--- config.mk ---
export PLATFORM = sky130hd
export DESIGN_NAME = cec_frame_receiver
export DESIGN_NICKNAME = d
export VERILOG_FILES = /design/src/hdl/cfr_pkg.sv /design/src/hdl/cfr_ram.sv /design/src/hdl/cfr_regs.sv /design/src/hdl/cfr_opmatch.sv /design/src/hdl/cec_frame_receiver.sv
export VERILOG_INCLUDE_DIRS = /design/src /design/src/hdl
export SDC_FILE = /design/constraint.sdc
export NUM_CORES = 1
export LEC_CHECK = 0
export ABC_CLOCK_PERIOD_IN_PS = 6280
export BUFFER_PORTS_ARGS = -buffer_cell sky130_fd_sc_hd__buf_2
export CORE_ASPECT_RATIO = 0.5
export CORE_UTILIZATION = 60
export DETAILED_ROUTE_END_ITERATION = 6
export GPL_TIMING_DRIVEN = 1
export PLACE_DENSITY = 0.79
export SLEW_MARGIN = 20
export SYNTH_ARGS = -nofsm -noshare
export SYNTH_HDL_FRONTEND = slang
export SYNTH_HIERARCHICAL = 1
export SYNTH_SLANG_ARGS = --single-unit
--- constraint.sdc ---
create_clock -name clk -period 6.28 [get_ports clk]
set_clock_uncertainty 0.05 [all_clocks]
set_input_delay 0.628 -clock clk [delete_from_list [all_inputs] [get_ports clk]]
set_output_delay 0.628 -clock clk [all_outputs]
set_load 0.005 [all_outputs]
--- src/hdl/cec_frame_receiver_defines.svh ---
// assertion macros shared by the cec frame receiver rtl
// no dependencies; modules that use it need clk and rst_n in scope
`ifndef CEC_FRAME_RECEIVER_DEFINES_SVH
`define CEC_FRAME_RECEIVER_DEFINES_SVH

`ifndef SYNTHESIS

`define CFR_ASSERT_ALWAYS(label, cond, msg) \
    label: assert property (@(posedge clk) disable iff (!rst_n) (cond)) else $error(msg);

`define CFR_ASSERT_IMP(label, ante, cons, msg) \
    label: assert property (@(posedge clk) disable iff (!rst_n) (ante) |-> (cons)) \
        else $error(msg);

`define CFR_ASSERT_NEXT(label, ante, cons, msg) \
    label: assert property (@(posedge clk) disable iff (!rst_n) (ante) |=> (cons)) \
        else $error(msg);

`else

`define CFR_ASSERT_ALWAYS(label, cond, msg)

`define CFR_ASSERT_IMP(label, ante, cons, msg)

`define CFR_ASSERT_NEXT(label, ante, cons, msg)

`endif

`endif

--- src/hdl/cfr_pkg.sv ---
// constants, register map and configuration struct for the cec frame receiver
// no dependencies
package cfr_pkg;

    localparam int MAX_BLOCKS  = 16;
    localparam int MAX_OPCODES = 8;
    localparam int BLK_W       = $clog2(MAX_BLOCKS);

    localparam int PADDR_W = 6;
    localparam int PDATA_W = 64;

    // register indexes (byte address 8*i)
    localparam logic [2:0] REG_OWN_ADDRESS       = 3'd0;
    localparam logic [2:0] REG_LISTEN_ONLY       = 3'd1;
    localparam logic [2:0] REG_ALLOW_ALL_OPCODES = 3'd2;
    localparam logic [2:0] REG_PROMISCUOUS       = 3'd3;
    localparam logic [2:0] REG_OPCODE_LIST       = 3'd4;
    localparam logic [2:0] REG_OPCODE_COUNT      = 3'd5;

    // result kinds
    localparam logic [1:0] KIND_DRIVE = 2'd0;
    localparam logic [1:0] KIND_BYTE  = 2'd1;
    localparam logic [1:0] KIND_ERROR = 2'd2;

    localparam logic [3:0] BROADCAST_ADDR = 4'hF;

    // pulse timing in 125 kHz ticks
    localparam logic [7:0]  PULSE_ONE      = 8'd75;
    localparam logic [7:0]  PULSE_ZERO     = 8'd187;
    localparam logic [15:0] ONE_ZERO_SPLIT = 16'd131;
    localparam logic [15:0] START_LOW      = 16'd437;
    localparam logic [15:0] START_HIGH     = 16'd487;

    typedef struct packed {
        logic [3:0]  own_address;
        logic        listen_only;
        logic        allow_all_opcodes;
        logic        promiscuous;
        logic [63:0] opcode_list;
        logic [3:0]  opcode_count;
    } cfg_t;

endpackage

--- src/hdl/cfr_ram.sv ---
// generic single write port, single read port ram with registered read
// no dependencies
module cfr_ram #(
    parameter int WIDTH = 8,
    parameter int DEPTH = 16
) (
    input  logic                     clk,
    input  logic                     we,
    input  logic [$clog2(DEPTH)-1:0] waddr,
    input  logic [WIDTH-1:0]         wdata,
    input  logic                     re,
    input  logic [$clog2(DEPTH)-1:0] raddr,
    output logic [WIDTH-1:0]         rdata
);

    logic [WIDTH-1:0] mem [DEPTH];

    always_ff @(posedge clk)
    begin
        if (we)
        begin
            mem[waddr] <= wdata;
        end
        if (re)
        begin
            rdata <= mem[raddr];
        end
    end

endmodule

--- src/hdl/cfr_regs.sv ---
// apb configuration registers of the cec frame receiver
// depends on cfr_pkg
module cfr_regs (
    input  logic                        clk,
    input  logic                        rst_n,
    input  logic                        psel,
    input  logic                        penable,
    input  logic                        pwrite,
    input  logic [cfr_pkg::PADDR_W-1:0] paddr,
    input  logic [cfr_pkg::PDATA_W-1:0] pwdata,
    output logic [cfr_pkg::PDATA_W-1:0] prdata,
    output logic                        pready,
    output cfr_pkg::cfg_t               cfg
);

    cfr_pkg::cfg_t cfg_reg;
    logic [2:0]    reg_idx;
    logic          wr_en;

    assign reg_idx = paddr[cfr_pkg::PADDR_W-1:3];
    assign pready  = 1'b1;
    assign wr_en   = psel && penable && pwrite;
    assign cfg     = cfg_reg;

    always_ff @(posedge clk or negedge rst_n)
    begin
        if (!rst_n)
        begin
            cfg_reg.own_address       <= cfr_pkg::BROADCAST_ADDR;
            cfg_reg.listen_only       <= 1'b0;
            cfg_reg.allow_all_opcodes <= 1'b0;
            cfg_reg.promiscuous       <= 1'b0;
            cfg_reg.opcode_list       <= '0;
            cfg_reg.opcode_count      <= '0;
        end
        else if (wr_en)
        begin
            unique case (reg_idx)
                cfr_pkg::REG_OWN_ADDRESS:       cfg_reg.own_address       <= pwdata[3:0];
                cfr_pkg::REG_LISTEN_ONLY:       cfg_reg.listen_only       <= pwdata[0];
                cfr_pkg::REG_ALLOW_ALL_OPCODES: cfg_reg.allow_all_opcodes <= pwdata[0];
                cfr_pkg::REG_PROMISCUOUS:       cfg_reg.promiscuous       <= pwdata[0];
                cfr_pkg::REG_OPCODE_LIST:       cfg_reg.opcode_list       <= pwdata;
                cfr_pkg::REG_OPCODE_COUNT:      cfg_reg.opcode_count      <= pwdata[3:0];
                default: ;
            endcase
        end
    end

    always_comb
    begin
        prdata = '0;
        unique case (reg_idx)
            cfr_pkg::REG_OWN_ADDRESS:       prdata[3:0] = cfg_reg.own_address;
            cfr_pkg::REG_LISTEN_ONLY:       prdata[0]   = cfg_reg.listen_only;
            cfr_pkg::REG_ALLOW_ALL_OPCODES: prdata[0]   = cfg_reg.allow_all_opcodes;
            cfr_pkg::REG_PROMISCUOUS:       prdata[0]   = cfg_reg.promiscuous;
            cfr_pkg::REG_OPCODE_LIST:       prdata      = cfg_reg.opcode_list;
            cfr_pkg::REG_OPCODE_COUNT:      prdata[3:0] = cfg_reg.opcode_count;
            default: ;
        endcase
    end

endmodule

--- src/hdl/cfr_opmatch.sv ---
// opcode list lookup: compares one opcode against the valid list entries
// depends on cfr_pkg
module cfr_opmatch (
    input  logic [63:0] opcode_list,
    input  logic [3:0]  opcode_count,
    input  logic [7:0]  opcode,
    output logic        hit
);

    logic [3:0] count_eff;

    // counts above the list length act as a full list
    assign count_eff = (opcode_count > 4'(cfr_pkg::MAX_OPCODES)) ?
                       4'(cfr_pkg::MAX_OPCODES) : opcode_count;

    always_comb
    begin
        hit = 1'b0;
        for (int i = 0; i < cfr_pkg::MAX_OPCODES; i++)
        begin
            if ((4'(i) < count_eff) && (opcode_list[8*i +: 8] == opcode))
            begin
                hit = 1'b1;
            end
        end
    end

endmodule

--- src/hdl/cec_frame_receiver.sv ---
// cec frame receiver top level: edge sequencer, frame byte store, result register
// depends on cfr_pkg, cfr_ram, cfr_regs, cfr_opmatch and cec_frame_receiver_defines.svh
//
//   port group   direction  handshake                 beat contents
//   edge         in         edge_valid / edge_stall   edge_rising, low_ticks
//   result       out        result_valid / result_stall  kind, drive_low_ticks,
//                                                        byte_value, byte_acked,
//                                                        byte_index, last
//   apb          in         psel / penable / pready   register write and read
//
// an edge beat is taken in ST_WAIT; a data bit then passes through ST_RMW (read,
// modify and write back of its frame byte), the opcode check after the eom bit
// of block one through ST_OPC; frame delivery alternates ST_DRD (one byte store read)
// and ST_DOUT and holds the edge port to its end; single results pass through ST_EMIT
// reset is asynchronous and clears control state only; the byte store is cleared
// by valid bits at each start bit taken while idle, no clearing pass
// result_stall holds the result register and the sequencer waits on it
`include "cec_frame_receiver_defines.svh"

module cec_frame_receiver (
    input  logic                        clk,
    input  logic                        rst_n,
    input  logic                        edge_valid,
    output logic                        edge_stall,
    input  logic                        edge_rising,
    input  logic [15:0]                 low_ticks,
    output logic                        result_valid,
    input  logic                        result_stall,
    output logic [1:0]                  kind,
    output logic [7:0]                  drive_low_ticks,
    output logic [7:0]                  byte_value,
    output logic                        byte_acked,
    output logic [3:0]                  byte_index,
    output logic                        last,
    input  logic                        psel,
    input  logic                        penable,
    input  logic                        pwrite,
    input  logic [cfr_pkg::PADDR_W-1:0] paddr,
    input  logic [cfr_pkg::PDATA_W-1:0] pwdata,
    output logic [cfr_pkg::PDATA_W-1:0] prdata,
    output logic                        pready
);

    localparam int BW = cfr_pkg::BLK_W;
    localparam int NB = cfr_pkg::MAX_BLOCKS;

    typedef enum logic [2:0] {
        LS_IDLE,
        LS_START,
        LS_RX,
        LS_ACK,
        LS_NACK
    } line_t;

    typedef enum logic [2:0] {
        ST_WAIT,
        ST_RMW,
        ST_OPC,
        ST_EMIT,
        ST_DRD,
        ST_DOUT
    } step_t;

    cfr_pkg::cfg_t cfg;

    step_t          step_reg, step_next;
    line_t          ls_reg, ls_next;
    logic [3:0]     bitpos_reg, bitpos_next;
    logic [BW-1:0]  blkpos_reg, blkpos_next;
    logic [NB-1:0]  valid_reg, valid_next;
    logic [NB-1:0]  eom_reg, eom_next;
    logic [NB-1:0]  ackm_reg, ackm_next;
    logic [3:0]     dest_reg, dest_next;
    logic           bit_reg, bit_next;
    logic [BW-1:0]  idx_reg, idx_next;
    logic [BW-1:0]  last_idx_reg, last_idx_next;
    logic [1:0]     pend_kind_reg, pend_kind_next;
    logic [7:0]     pend_drive_reg, pend_drive_next;

    logic           rvalid_reg, rvalid_next;
    logic [1:0]     kind_reg, kind_next;
    logic [7:0]     drive_reg, drive_next;
    logic [7:0]     bval_reg, bval_next;
    logic           backed_reg, backed_next;
    logic [3:0]     bidx_reg, bidx_next;
    logic           last_reg, last_next;

    logic           ram_we;
    logic [BW-1:0]  ram_waddr;
    logic [7:0]     ram_wdata;
    logic           ram_re;
    logic [BW-1:0]  ram_raddr;
    logic [7:0]     ram_rdata;

    logic           take;
    logic           slot_free;
    logic           is_over;
    logic           is_start;
    logic           data_bit;
    logic           good;
    logic           is_final;
    logic [7:0]     cur_byte;
    logic [7:0]     new_byte;
    logic [7:0]     op_byte;
    logic           op_hit;

    cfr_regs u_regs (
        .clk     (clk),
        .rst_n   (rst_n),
        .psel    (psel),
        .penable (penable),
        .pwrite  (pwrite),
        .paddr   (paddr),
        .pwdata  (pwdata),
        .prdata  (prdata),
        .pready  (pready),
        .cfg     (cfg)
    );

    cfr_ram #(
        .WIDTH (8),
        .DEPTH (NB)
    ) u_bytes (
        .clk   (clk),
        .we    (ram_we),
        .waddr (ram_waddr),
        .wdata (ram_wdata),
        .re    (ram_re),
        .raddr (ram_raddr),
        .rdata (ram_rdata)
    );

    cfr_opmatch u_opmatch (
        .opcode_list  (cfg.opcode_list),
        .opcode_count (cfg.opcode_count),
        .opcode       (op_byte),
        .hit          (op_hit)
    );

    assign edge_stall = (step_reg != ST_WAIT);
    assign take       = edge_valid && (step_reg == ST_WAIT);
    assign slot_free  = !rvalid_reg || !result_stall;

    assign is_over  = (low_ticks > cfr_pkg::START_HIGH);
    assign is_start = !is_over && (low_ticks >= cfr_pkg::START_LOW);
    assign data_bit = (low_ticks < cfr_pkg::ONE_ZERO_SPLIT);

    assign good     = (dest_reg != cfr_pkg::BROADCAST_ADDR) ? !data_bit : data_bit;
    assign is_final = eom_reg[blkpos_reg] || !good || (blkpos_reg == BW'(NB - 1));

    // entries not written since the last start read as zero
    assign cur_byte = valid_reg[blkpos_reg] ? ram_rdata : 8'h00;
    assign new_byte = cur_byte | (bit_reg ? (8'h80 >> bitpos_reg[2:0]) : 8'h00);
    assign op_byte  = valid_reg[1] ? ram_rdata : 8'h00;

    assign result_valid    = rvalid_reg;
    assign kind            = kind_reg;
    assign drive_low_ticks = drive_reg;
    assign byte_value      = bval_reg;
    assign byte_acked      = backed_reg;
    assign byte_index      = bidx_reg;
    assign last            = last_reg;

    always_comb
    begin
        step_next       = step_reg;
        ls_next         = ls_reg;
        bitpos_next     = bitpos_reg;
        blkpos_next     = blkpos_reg;
        valid_next      = valid_reg;
        eom_next        = eom_reg;
        ackm_next       = ackm_reg;
        dest_next       = dest_reg;
        bit_next        = bit_reg;
        idx_next        = idx_reg;
        last_idx_next   = last_idx_reg;
        pend_kind_next  = pend_kind_reg;
        pend_drive_next = pend_drive_reg;

        rvalid_next = rvalid_reg && result_stall;
        kind_next   = kind_reg;
        drive_next  = drive_reg;
        bval_next   = bval_reg;
        backed_next = backed_reg;
        bidx_next   = bidx_reg;
        last_next   = last_reg;

        ram_we    = 1'b0;
        ram_waddr = blkpos_reg;
        ram_wdata = new_byte;
        ram_re    = 1'b0;
        ram_raddr = blkpos_reg;

        unique case (step_reg)
            ST_WAIT:
            begin
                if (take)
                begin
                    if (!edge_rising)
                    begin
                        if (ls_reg == LS_ACK || ls_reg == LS_NACK)
                        begin
                            pend_kind_next  = cfr_pkg::KIND_DRIVE;
                            pend_drive_next = (ls_reg == LS_ACK) ?
                                              cfr_pkg::PULSE_ZERO : cfr_pkg::PULSE_ONE;
                            ls_next         = LS_RX;
                            step_next       = ST_EMIT;
                        end
                    end
                    else if (is_over)
                    begin
                        // out-of-range pulse leaves everything as it is
                    end
                    else if (is_start)
                    begin
                        if (ls_reg != LS_IDLE)
                        begin
                            ls_next         = LS_IDLE;
                            pend_kind_next  = cfr_pkg::KIND_ERROR;
                            pend_drive_next = 8'd0;
                            step_next       = ST_EMIT;
                        end
                        else
                        begin
                            valid_next  = '0;
                            eom_next    = '0;
                            ackm_next   = '0;
                            bitpos_next = 4'd0;
                            blkpos_next = '0;
                            dest_next   = 4'd0;
                            ls_next     = LS_START;
                        end
                    end
                    else if (ls_reg == LS_START || ls_reg == LS_RX)
                    begin
                        ls_next = LS_RX;
                        if (bitpos_reg < 4'd8)
                        begin
                            ram_re    = 1'b1;
                            ram_raddr = blkpos_reg;
                            bit_next  = data_bit;
                            step_next = ST_RMW;
                        end
                        else if (bitpos_reg == 4'd8)
                        begin
                            // eom bit: decide the acknowledge pulse
                            eom_next[blkpos_reg] = eom_reg[blkpos_reg] | data_bit;
                            bitpos_next          = 4'd9;
                            if (!cfg.listen_only)
                            begin
                                ls_next = LS_NACK;
                                if (dest_reg != cfr_pkg::BROADCAST_ADDR &&
                                    dest_reg == cfg.own_address)
                                begin
                                    if (blkpos_reg != BW'(1) || cfg.allow_all_opcodes)
                                    begin
                                        ls_next = LS_ACK;
                                    end
                                    else
                                    begin
                                        ram_re    = 1'b1;
                                        ram_raddr = BW'(1);
                                        step_next = ST_OPC;
                                    end
                                end
                            end
                        end
                        else
                        begin
                            // acknowledge bit closes the block
                            if (good)
                            begin
                                ackm_next[blkpos_reg] = 1'b1;
                            end
                            bitpos_next = 4'd0;
                            blkpos_next = blkpos_reg + BW'(1);
                            if (is_final)
                            begin
                                ls_next = LS_IDLE;
                                if (dest_reg == cfg.own_address ||
                                    dest_reg == cfr_pkg::BROADCAST_ADDR ||
                                    cfg.promiscuous)
                                begin
                                    idx_next      = '0;
                                    last_idx_next = blkpos_reg;
                                    step_next     = ST_DRD;
                                end
                            end
                        end
                    end
                end
            end

            ST_RMW:
            begin
                ram_we                 = 1'b1;
                ram_waddr              = blkpos_reg;
                ram_wdata              = new_byte;
                valid_next[blkpos_reg] = 1'b1;
                if (blkpos_reg == '0)
                begin
                    dest_next = new_byte[3:0];
                end
                bitpos_next = bitpos_reg + 4'd1;
                step_next   = ST_WAIT;
            end

            ST_OPC:
            begin
                if (op_hit)
                begin
                    ls_next = LS_ACK;
                end
                step_next = ST_WAIT;
            end

            ST_EMIT:
            begin
                if (slot_free)
                begin
                    rvalid_next = 1'b1;
                    kind_next   = pend_kind_reg;
                    drive_next  = pend_drive_reg;
                    bval_next   = 8'd0;
                    backed_next = 1'b0;
                    bidx_next   = 4'd0;
                    last_next   = 1'b1;
                    step_next   = ST_WAIT;
                end
            end

            ST_DRD:
            begin
                ram_re    = 1'b1;
                ram_raddr = idx_reg;
                step_next = ST_DOUT;
            end

            ST_DOUT:
            begin
                if (slot_free)
                begin
                    rvalid_next = 1'b1;
                    kind_next   = cfr_pkg::KIND_BYTE;
                    drive_next  = 8'd0;
                    bval_next   = valid_reg[idx_reg] ? ram_rdata : 8'h00;
                    backed_next = ackm_reg[idx_reg];
                    bidx_next   = 4'(idx_reg);
                    last_next   = (idx_reg == last_idx_reg);
                    if (idx_reg == last_idx_reg)
                    begin
                        step_next = ST_WAIT;
                    end
                    else
                    begin
                        idx_next  = idx_reg + BW'(1);
                        step_next = ST_DRD;
                    end
                end
            end

            default:
            begin
                step_next = ST_WAIT;
            end
        endcase
    end

    always_ff @(posedge clk or negedge rst_n)
    begin
        if (!rst_n)
        begin
            step_reg    <= ST_WAIT;
            ls_reg      <= LS_IDLE;
            bitpos_reg  <= 4'd0;
            blkpos_reg  <= '0;
            valid_reg   <= '0;
            eom_reg     <= '0;
            ackm_reg    <= '0;
            dest_reg    <= 4'd0;
            idx_reg     <= '0;
            rvalid_reg  <= 1'b0;
        end
        else
        begin
            step_reg    <= step_next;
            ls_reg      <= ls_next;
            bitpos_reg  <= bitpos_next;
            blkpos_reg  <= blkpos_next;
            valid_reg   <= valid_next;
            eom_reg     <= eom_next;
            ackm_reg    <= ackm_next;
            dest_reg    <= dest_next;
            idx_reg     <= idx_next;
            rvalid_reg  <= rvalid_next;
        end
    end

    // payload registers, no reset needed
    always_ff @(posedge clk)
    begin
        bit_reg        <= bit_next;
        last_idx_reg   <= last_idx_next;
        pend_kind_reg  <= pend_kind_next;
        pend_drive_reg <= pend_drive_next;
        kind_reg       <= kind_next;
        drive_reg      <= drive_next;
        bval_reg       <= bval_next;
        backed_reg     <= backed_next;
        bidx_reg       <= bidx_next;
        last_reg       <= last_next;
    end

    `CFR_ASSERT_ALWAYS(a_bitpos_range, bitpos_reg <= 4'd9, "bit position beyond ack bit")
    `CFR_ASSERT_IMP(a_pending_after_eom, ls_reg == LS_ACK || ls_reg == LS_NACK, bitpos_reg == 4'd9, "ack pulse pending outside ack bit slot")
    `CFR_ASSERT_NEXT(a_read_then_out, step_reg == ST_DRD, step_reg == ST_DOUT, "frame read not followed by delivery")
    `CFR_ASSERT_IMP(a_dump_bound, step_reg == ST_DOUT, idx_reg <= last_idx_reg, "delivery index past final block")
    `CFR_ASSERT_IMP(a_ram_one_access, ram_we, !ram_re, "byte store read and written in one cycle")

endmodule
# After elaboration in Yosys (flattened, before gate mapping)
# Memory sizes are Yosys's and may differ from the RTL's. A register that Yosys moved wholly into a read port is not among the register bits.
# Index checks and enable logic that the tools add are counted.
# classes
reduce_logical,61
order_cmp,16
bitwise,8
shift,1
n_eq_ne,63
add_sub_neg,3
mux,162
# ops
op,count
2-to-1 mux 16 bit,14
2-to-1 mux 4 bit,41
2-to-1 mux 8 bit,13
2-to-1 mux 3 bit,29
equality test 8 bit,8
2-to-1 mux 60 bit,1
one-hot mux 4 bit (2 select lines),5
inequality test 2 bit (second input constant),18
2-to-1 mux 1 bit,34
OR 16 bit,2
one-hot mux 16 bit (2 select lines),1
one-hot mux 8 bit (2 select lines),2
AND reduction 12 bit,2
AND reduction 7 bit,3
equality test 3 x 2 -> 1 bit (second input constant),6
AND reduction 6 bit,3
binary-select mux 1 bit (select 4 bit),4
bitwise mux 16 bit,1
greater-or-equal comparator 16 x 9 -> 1 bit (second input constant),1
greater-than comparator 16 x 9 -> 1 bit (second input constant),1
< comparator 16 x 8 -> 1 bit (second input constant),1
< comparator 3 x 4 -> 1 bit (first input constant),4
2-to-1 mux 2 bit,8
AND reduction 8 bit,2
44 further kinds,110
# totals
ramBits,128
input_bits,94
mem_count,1
elab_cells,341
output_inout_bits,91
ff_bits,185
# mem_list
name,depth,word_bits,rd,rd_clocked_by_memory_dff,write_ports,line,rtl
u_bytes.mem,16,8,1,1,1,cfr_ram.sv:16,logic [WIDTH-1:0] mem [DEPTH];

# Depth between registers and ports, before layout
# Gate-level depths: netlist of the first run.
# depth
word_depth,15
mapped_depth,13
mapped_depth_nobuf,11

# Modules after synthesis
# The synthesis of the first run kept the hierarchy.
# by_module_without_submodules
mod,area_each_um2,seq_area_each_um2,instances,cells_per_inst
cec_frame_receiver,5567.8,2617.5,1,528
cfr_ram,5227.5,4083.9,1,229
cfr_regs,3429.5,1881.8,1,254
cfr_opmatch,830.8,0.0,1,106

# Least setup slack after synthesis of the first run
# No wires, ideal clock.
# synth_path
kind,reg-to-reg
start,reg blkpos_reg[1]
end,"reg u_bytes.rdata[1], read port of u_bytes.mem, data pin"
path_buffers,3
t_required_ns,5.971
setup_slack_ns,2.801
setup_time_ns,0.259
period_less_slack_ns,3.479
path_stages_with_launch,14
arrival_time_ns,3.170
path_cell_list,dfrtp_1 -> clkbuf_1 -> inv_1 -> ha_1 -> nor4b_1 -> nand3_1 -> nor3_1 -> o21a_1 -> o22a_2 -> buf_6 -> buf_6 -> mux4_1 -> a22oi_1 -> nand2_1
# synth_between
elab_chain_len,13
elab_cells_between_ends,24
classes_between,1 x eq/ne; 22 x mux; 1 x reduce/logical
# synth_lines
item,line,rtl
from (decl),cec_frame_receiver.sv:69,"logic [BW-1:0] blkpos_reg, blkpos_next;"
from (signal assigned),cec_frame_receiver.sv:389,blkpos_reg <= blkpos_next;
inequality test 4 x 1 -> 1 bit,cec_frame_receiver.sv:255,if (blkpos_reg != BW'(1) || cfg.allow_all_opcodes)
logical OR 1 bit,cec_frame_receiver.sv:255,
2-to-1 mux 4 bit,cec_frame_receiver.sv:255,
2-to-1 mux 4 bit,cec_frame_receiver.sv:252,if (dest_reg != cfr_pkg::BROADCAST_ADDR &&
2-to-1 mux 4 bit,cec_frame_receiver.sv:249,if (!cfg.listen_only)
2-to-1 mux 4 bit,cec_frame_receiver.sv:244,else if (bitpos_reg == 4'd8)
2-to-1 mux 4 bit,cec_frame_receiver.sv:237,if (bitpos_reg < 4'd8)
2-to-1 mux 4 bit,cec_frame_receiver.sv:234,else if (ls_reg == LS_START || ls_reg == LS_RX)
2-to-1 mux 4 bit,cec_frame_receiver.sv:214,else if (is_start)
2-to-1 mux 4 bit,cec_frame_receiver.sv:210,else if (is_over)
2-to-1 mux 4 bit,cec_frame_receiver.sv:199,if (!edge_rising)
2-to-1 mux 4 bit,cec_frame_receiver.sv:197,if (take)
one-hot mux 4 bit (2 select lines),cec_frame_receiver.sv:194,unique case (step_reg)
net ram_raddr[0],cec_frame_receiver.sv:92,logic [BW-1:0] ram_raddr;
to (decl),cfr_ram.sv:13,output logic [WIDTH-1:0] rdata
# The timed path passes the listed nets, and every way through them passes these cells.
# A chain may end at the register's enable or synchronous reset.

# Worst setup path after layout of the first run
# layout_path
start,reg blkpos_reg[1]
end,"reg u_bytes.rdata[3], read port of u_bytes.mem, data pin"
# The elaborated chain is that of the path after synthesis.

==> impl_metrics.tcl, run 1 <==
set metrics [dict create \
    ys_seq_area_frac 0.570 \
    initial_core_util 0.619 \
    cts_hold_buffers 0 \
    die_w_um 226 \
    synth-async-reset-ratio 0.471 \
    cts_tree "done" \
    grt_max_degree 91 \
    ant_nets 0 \
    critPathMaxFanout 27 \
    grt_pass1_vias 9994 \
    hold_viol 0 \
    synth_common_cells "164 x edfxtp_1, 142 x dfrtp_1, 86 x and2_1, 73 x nor2_1, 72 x mux2_2" \
    cts_setup_buffers 0 \
    worst_pin_slew_ps 1070 \
    drive_above_1_share 0.294 \
    synth_most_common_cell "edfxtp_1" \
    coreArea_mm2 0.0243 \
    power.density_mw_per_mm2 381 \
    fp.dieArea_mm2 0.0258 \
    endpoint_kind "flip-flop" \
    gr-total-overflow 0 \
    drv_cap 0 \
    cts_buffers 27 \
    viasPerCell 6.34 \
    syn-num-nets 1222 \
    syn_inst 1117 \
    fmax_ghz 0.200 \
    largest_reg_flops 128 \
    synth-edff-count 164 \
    cp_data_arrival_time_ps 5260 \
    slew_headroom 0.282 \
    rows 40 \
    ys_types 81 \
    routabilityCongestion 0.973 \
    postSynthAreaPerCell_um2 13.5 \
    setup_viol 0 \
    ios 185 \
    place_hpwl_mm 26.2 \
    first_iter_violations 1204 \
    cts_root_buffer "clkbuf_16" \
    tns_ps 0 \
    syn-cell-area_mm2 0.0151 \
    io_buffer_count 179 \
    status "finished clean" \
    total_leakage_power_nw 7.28 \
    period_share 0.798 \
    min_path_type "in -> async" \
    diodes 0 \
    fin_crit_ps 5010 \
    num_vias 10300 \
    clk_pin_slew_ps 70 \
    finalNetCount 1371 \
    antenna_found_initial 0 \
    synth_top_area_share 0.327 \
    rsz0062_at_grt "false" \
    synth-seq-cells 310 \
    clk_latency_ps 580 \
    critPathLaunchType "flip-flop" \
    path_class "reg -> reg" \
    critical_path_required_ps 6530 \
    ir_drop_mv 0.246 \
    grt_pass1_wl_mm 58.1 \
    drcViolationCount 0 \
    yosys-top-cells-area "edfxtp_1 33%, dfrtp_1 24%, mux2_2 5.4%" \
    place_area_mm2 0.0161 \
    clockBufferDepth 3 \
    htreeDepth 1 \
    syn2layout_area_growth_pct 12.8 \
    cts.sinks 310 \
    track_usage 0.299 \
    wl_per_cell_um 23.3 \
    slew_viol_final 0 \
    synth.largest_area_cell "edfxtp_1" \
    first_pass_iters 7 \
    cts_resized 0 \
    die_h_um 114 \
    ys.flop_type "edfxtp_1" \
    yosys_warnings 6 \
    routed_wl_mm 37.8 \
    finish.instance_area_mm2 0.0170 \
]
[logic make-up after synthesis]
family          synth area share
simple gates               0.114
xor+xnor                  0.0425
compound gates            0.0856
buf+inv                   0.0338
mux                        0.144
other cells             0.000499
fa+ha+maj                0.00914
flops                      0.570
[where the power goes]
group / switching, W / internal (W) / leakage, nW
clock network: 0.000762 / 0.000947 / 0.437
logic: 0.00110 / 0.000753 / 3.47
registers: 0.000289 / 0.00262 / 3.37
total: 0.00215 / 0.00432 / 7.28
[cell type report]
class	instances	area (um2)
flip-flops and latches	310	8580
fillers	1641	7340
multi-input cells	715	6000
repair buffers	194	1010
clock buffers	34	722
well taps	336	420
clock inverters	16	179
inverters	18	67.6
[routing by layer]
layer  track usage  vias to the layer above  routed length, um
met4        0.0779                        0                732
li1              -                     4523                  -
met5             0                        -                  0
met1         0.423                     5167              15900
met3        0.0592                       66               3310
met2         0.480                      526              17900
[final timing paths]
| kind | start | endpoint | slack [ps] | cells past startpoint |
|---|---|---|---|---|
| setup / recovery | blkpos_reg[1] | u_bytes/rdata[3] | 1270 | 11 |
| max in group asynchronous | rst_n | bitpos_reg[2] | 4770 | 2 |
| hold reg to reg | ackm_reg[12] | ackm_reg[12] | 450 | 2 |
| hold / removal | rst_n | ackm_reg[2] | 70 | 1 |
| setup reg to reg | blkpos_reg[1] | u_bytes/rdata[3] | 1270 | 11 |
| min in group clk | pwdata[62] | u_regs/cfg[66] | 250 | 2 |
[through the flow]
stage | utilization | power [W] | hold WS (ps) | cells | setup WS, ps
global route | 0.698 | 0.00675 | 154 | 1623 | 1080
floorplan | - | 0.00415 | 282 | 1117 | 2800
global placement | 0.661 | 0.00469 | 424 | 1573 | 1510
finish | 0.698 | 0.00647 | 67.3 | 1623 | 1270
detailed placement | 0.661 | 0.00476 | 431 | 1573 | 1390
CTS | 0.698 | 0.00647 | 112 | 1623 | 1370
[critical path, stage by stage (launching register included)]
cell     delay [ps]
dfrtp_1         370
buf_4           220
inv_1           180
ha_1            370
nor4b_1         840
nand3_1         150
nor3_1          470
o21a_1          190
o22a_2          720
mux4_1          660
a22oi_1         400
nand2_1         100
[layout by cell type (no fill, tap or decap), types with 34 or more instances in the layout]
| cell | Yosys | final |
|---|---|---|
| dfrtp_1 | 142 | 142 |
| nor2_1 | 73 | 72 |
| mux4_2 | 35 | 35 |
| and2_1 | 86 | 86 |
| mux2_2 | 72 | 72 |
| buf_2 | 14 | 178 |
| nand2_1 | 35 | 35 |
| edfxtp_1 | 164 | 164 |
| xor2_1 | 61 | 61 |
| a21oi_1 | 34 | 34 |
Note: power is estimated with default switching activity, not from simulation.
==> run 2, diff against run 1 <==
--- a/config.mk
+++ b/config.mk
@@ -6,13 +6,13 @@
 export SDC_FILE = /design/constraint.sdc
 export NUM_CORES = 1
 export LEC_CHECK = 0
-export ABC_CLOCK_PERIOD_IN_PS = 6280
+export ABC_CLOCK_PERIOD_IN_PS = 4700
 export BUFFER_PORTS_ARGS = -buffer_cell sky130_fd_sc_hd__buf_2
 export CORE_ASPECT_RATIO = 0.5
-export CORE_UTILIZATION = 60
+export CORE_UTILIZATION = 59
 export DETAILED_ROUTE_END_ITERATION = 6
 export GPL_TIMING_DRIVEN = 1
-export PLACE_DENSITY = 0.79
+export PLACE_DENSITY = 0.78
 export SLEW_MARGIN = 20
 export SYNTH_ARGS = -nofsm -noshare
 export SYNTH_HDL_FRONTEND = slang
==> constraint.sdc (replaced) <==
create_clock -name clk -period 4.7 [get_ports clk]
set_clock_uncertainty 0.05 [all_clocks]
set_input_delay 0.47 -clock clk [delete_from_list [all_inputs] [get_ports clk]]
set_output_delay 0.47 -clock clk [all_outputs]
set_load 0.005 [all_outputs]
==> run 2 against run 1 <==
Effect of this change: the flow now finishes with violations (negative hold slack); first-iteration DRC count decreased by 4.0%; clock-buffer cell count fell by 5; design area rose by 0.65%; hold slack worse by 70 ps; sequential power increased by 34%; clock power up 42%.
==> impl_metrics.tcl, run 2 (synthesis gave the netlist of run 1 again) <==
set metrics [dict create \
    rrSetupSlack_ps 860 \
    drcViolationCount 0 \
    crit_start "blkpos_reg[1]" \
    p_seq_frac 0.443 \
    viasPerCell 6.41 \
    cp_cell_sequence "inv_1 > ha_1 > nor4b_1 > nand3_1 > nor3_1 > buf_4 > o21a_1 > o22a_2 > buf_12 > mux4_1 > a22oi_1 > nand2_1" \
    p_sw_frac 0.328 \
    cp_num_buf_inv 3 \
    failed_checks "negative hold slack" \
    htreeDepth 1 \
    cts_buffers 27 \
    io_buffer_count 179 \
    dr_wl_met2_mm 18.1 \
    routabilityCongestion 0.947 \
    whs_ps -2.36 \
    routed_wl_mm 38.9 \
    status "finished with violations" \
    cp_data_arrival_time_ps 4080 \
    initial_core_util 0.614 \
    crit_slowest_cell "mux4_1" \
    cts_resized 0 \
    intPower_w 0.00593 \
    cts_setup_buffers 0 \
    diodes 0 \
    p_sw_w 0.00289 \
    grt_pass1_vias 10200 \
    multi_input_area_mm2 0.00599 \
    gr-total-overflow 0 \
    reg2reg_from "blkpos_reg[1]" \
    syn2layout_area_growth_pct 13.5 \
    drive_above_1_share 0.297 \
    num_vias 10400 \
    tns_ps 0 \
    period_share 0.817 \
    wl_met1_mm 16.4 \
    hold_viol 4 \
    p_clk_frac 0.276 \
    utilization 0.697 \
    fin_crit_ps 3840 \
    ant_nets 0 \
    slew_headroom 0.309 \
    cts_hold_buffers 0 \
    fp.dieArea_mm2 0.0262 \
    clk_latency_ps 570 \
    die_h_um 115 \
    instances_no_fill 1627 \
    comb_power_share 0.281 \
    cp_top_family "simple AND/OR/NAND/NOR gates" \
    place_hpwl_mm 26.5 \
    endpoint_kind "flip-flop" \
    seq_area_mm2 0.00858 \
    first_iter_violations 1156 \
    min_path_type "in -> async" \
    drv_cap 0 \
    total_leakage_power_nw 7.34 \
    track_usage 0.300 \
    critPathLaunchType "flip-flop" \
    finalNetCount 1375 \
    slew_viol_final 0 \
    antenna_found_initial 0 \
    largest_reg_flops 128 \
    highest_layer "met4" \
    critPathMaxFanout 32 \
    rows 40 \
    crit_path_max_incr_delay_ps 620 \
    first_pass_iters 7 \
    coreArea_mm2 0.0245 \
    ir_drop_mv 0.309 \
    fmax_ghz 0.261 \
    wl_met3_mm 3.71 \
    post-place-cells 1577 \
    cts_tree "done" \
    n_fill_cell 1662 \
    die_w_um 228 \
    layout_common_cells "178 x buf_2, 164 x edfxtp_1, 142 x dfrtp_1, 86 x and2_1, 72 x mux2_2" \
    grt_max_degree 107 \
    grt_pass1_wl_mm 60.0 \
    worst_pin_slew_ps 1030 \
    clk_pin_slew_ps 70 \
    path_class "reg -> reg" \
    wl_per_cell_um 23.9 \
    layout_commonest_cell "buf_2" \
    clockBufferDepth 3 \
    cts.sinks 310 \
    ios 185 \
    rsz0062_at_grt "false" \
    power.density_mw_per_mm2 516 \
    setup_viol 0 \
    critical_path_required_ps 4940 \
    cts_root_buffer "clkbuf_16" \
]
==> run 2: cell types whose count changed in the layout (fill, tap and decap cells not counted), sizes merged <==
cell	previous run	this run
clkbuf	34	29
buf	194	198
bufinv	3	6
clkinv	8	11
clkinvlp	4	3
==> run 2: path summary, 6_finish.rpt <==
kind,endpoint,cells after the start
hold reg to reg,ackm_reg[10],2
setup / recovery,u_bytes/rdata[1],12
setup reg to reg,u_bytes/rdata[1],12
hold / removal,idx_reg[3],1
min in group clk,u_regs/cfg[20],2
max in group asynchronous,u_regs/cfg[43],2
==> run 2: through the flow <==
step	hold slack, ps	worst slack (ps)	area, um2	total power [W]
final	-2.36	862	17100	0.00882
after global routing	59.5	597	17100	0.00916
after CTS	22.3	930	17100	0.00883
after detailed placement	435	882	16100	0.00638
after global placement	423	956	16100	0.00627
after floorplan	124	1220	15100	0.00554
==> run 2: area by class of cell <==
class	count	area share
clock buffers	29	0.0406
multi-input cells	715	0.351
repair buffers	198	0.0619
clock inverters	21	0.0162
inverters	18	0.00395
well taps	336	0.0246
flip-flops and latches	310	0.502
==> run 2: power by group through the flow <==
stage	clock (W)	combinational, W	sequential [W]
4_1_cts	0.00246	0.00246	0.00390
3_3_place_gp	0	0.00233	0.00393
2_1_floorplan	0	0.00183	0.00371
3_5_place_dp	0	0.00242	0.00396
6_report	0.00243	0.00248	0.00391
5_1_grt	0.00255	0.00266	0.00396
==> run 2: routing by layer <==
layer | vias up | GRT usage
met3 | 59 | 0.0615
met4 | 0 | 0.0622
met2 | 591 | 0.489
met1 | 5266 | 0.425
li1 | 4519 | -
met5 | - | 0
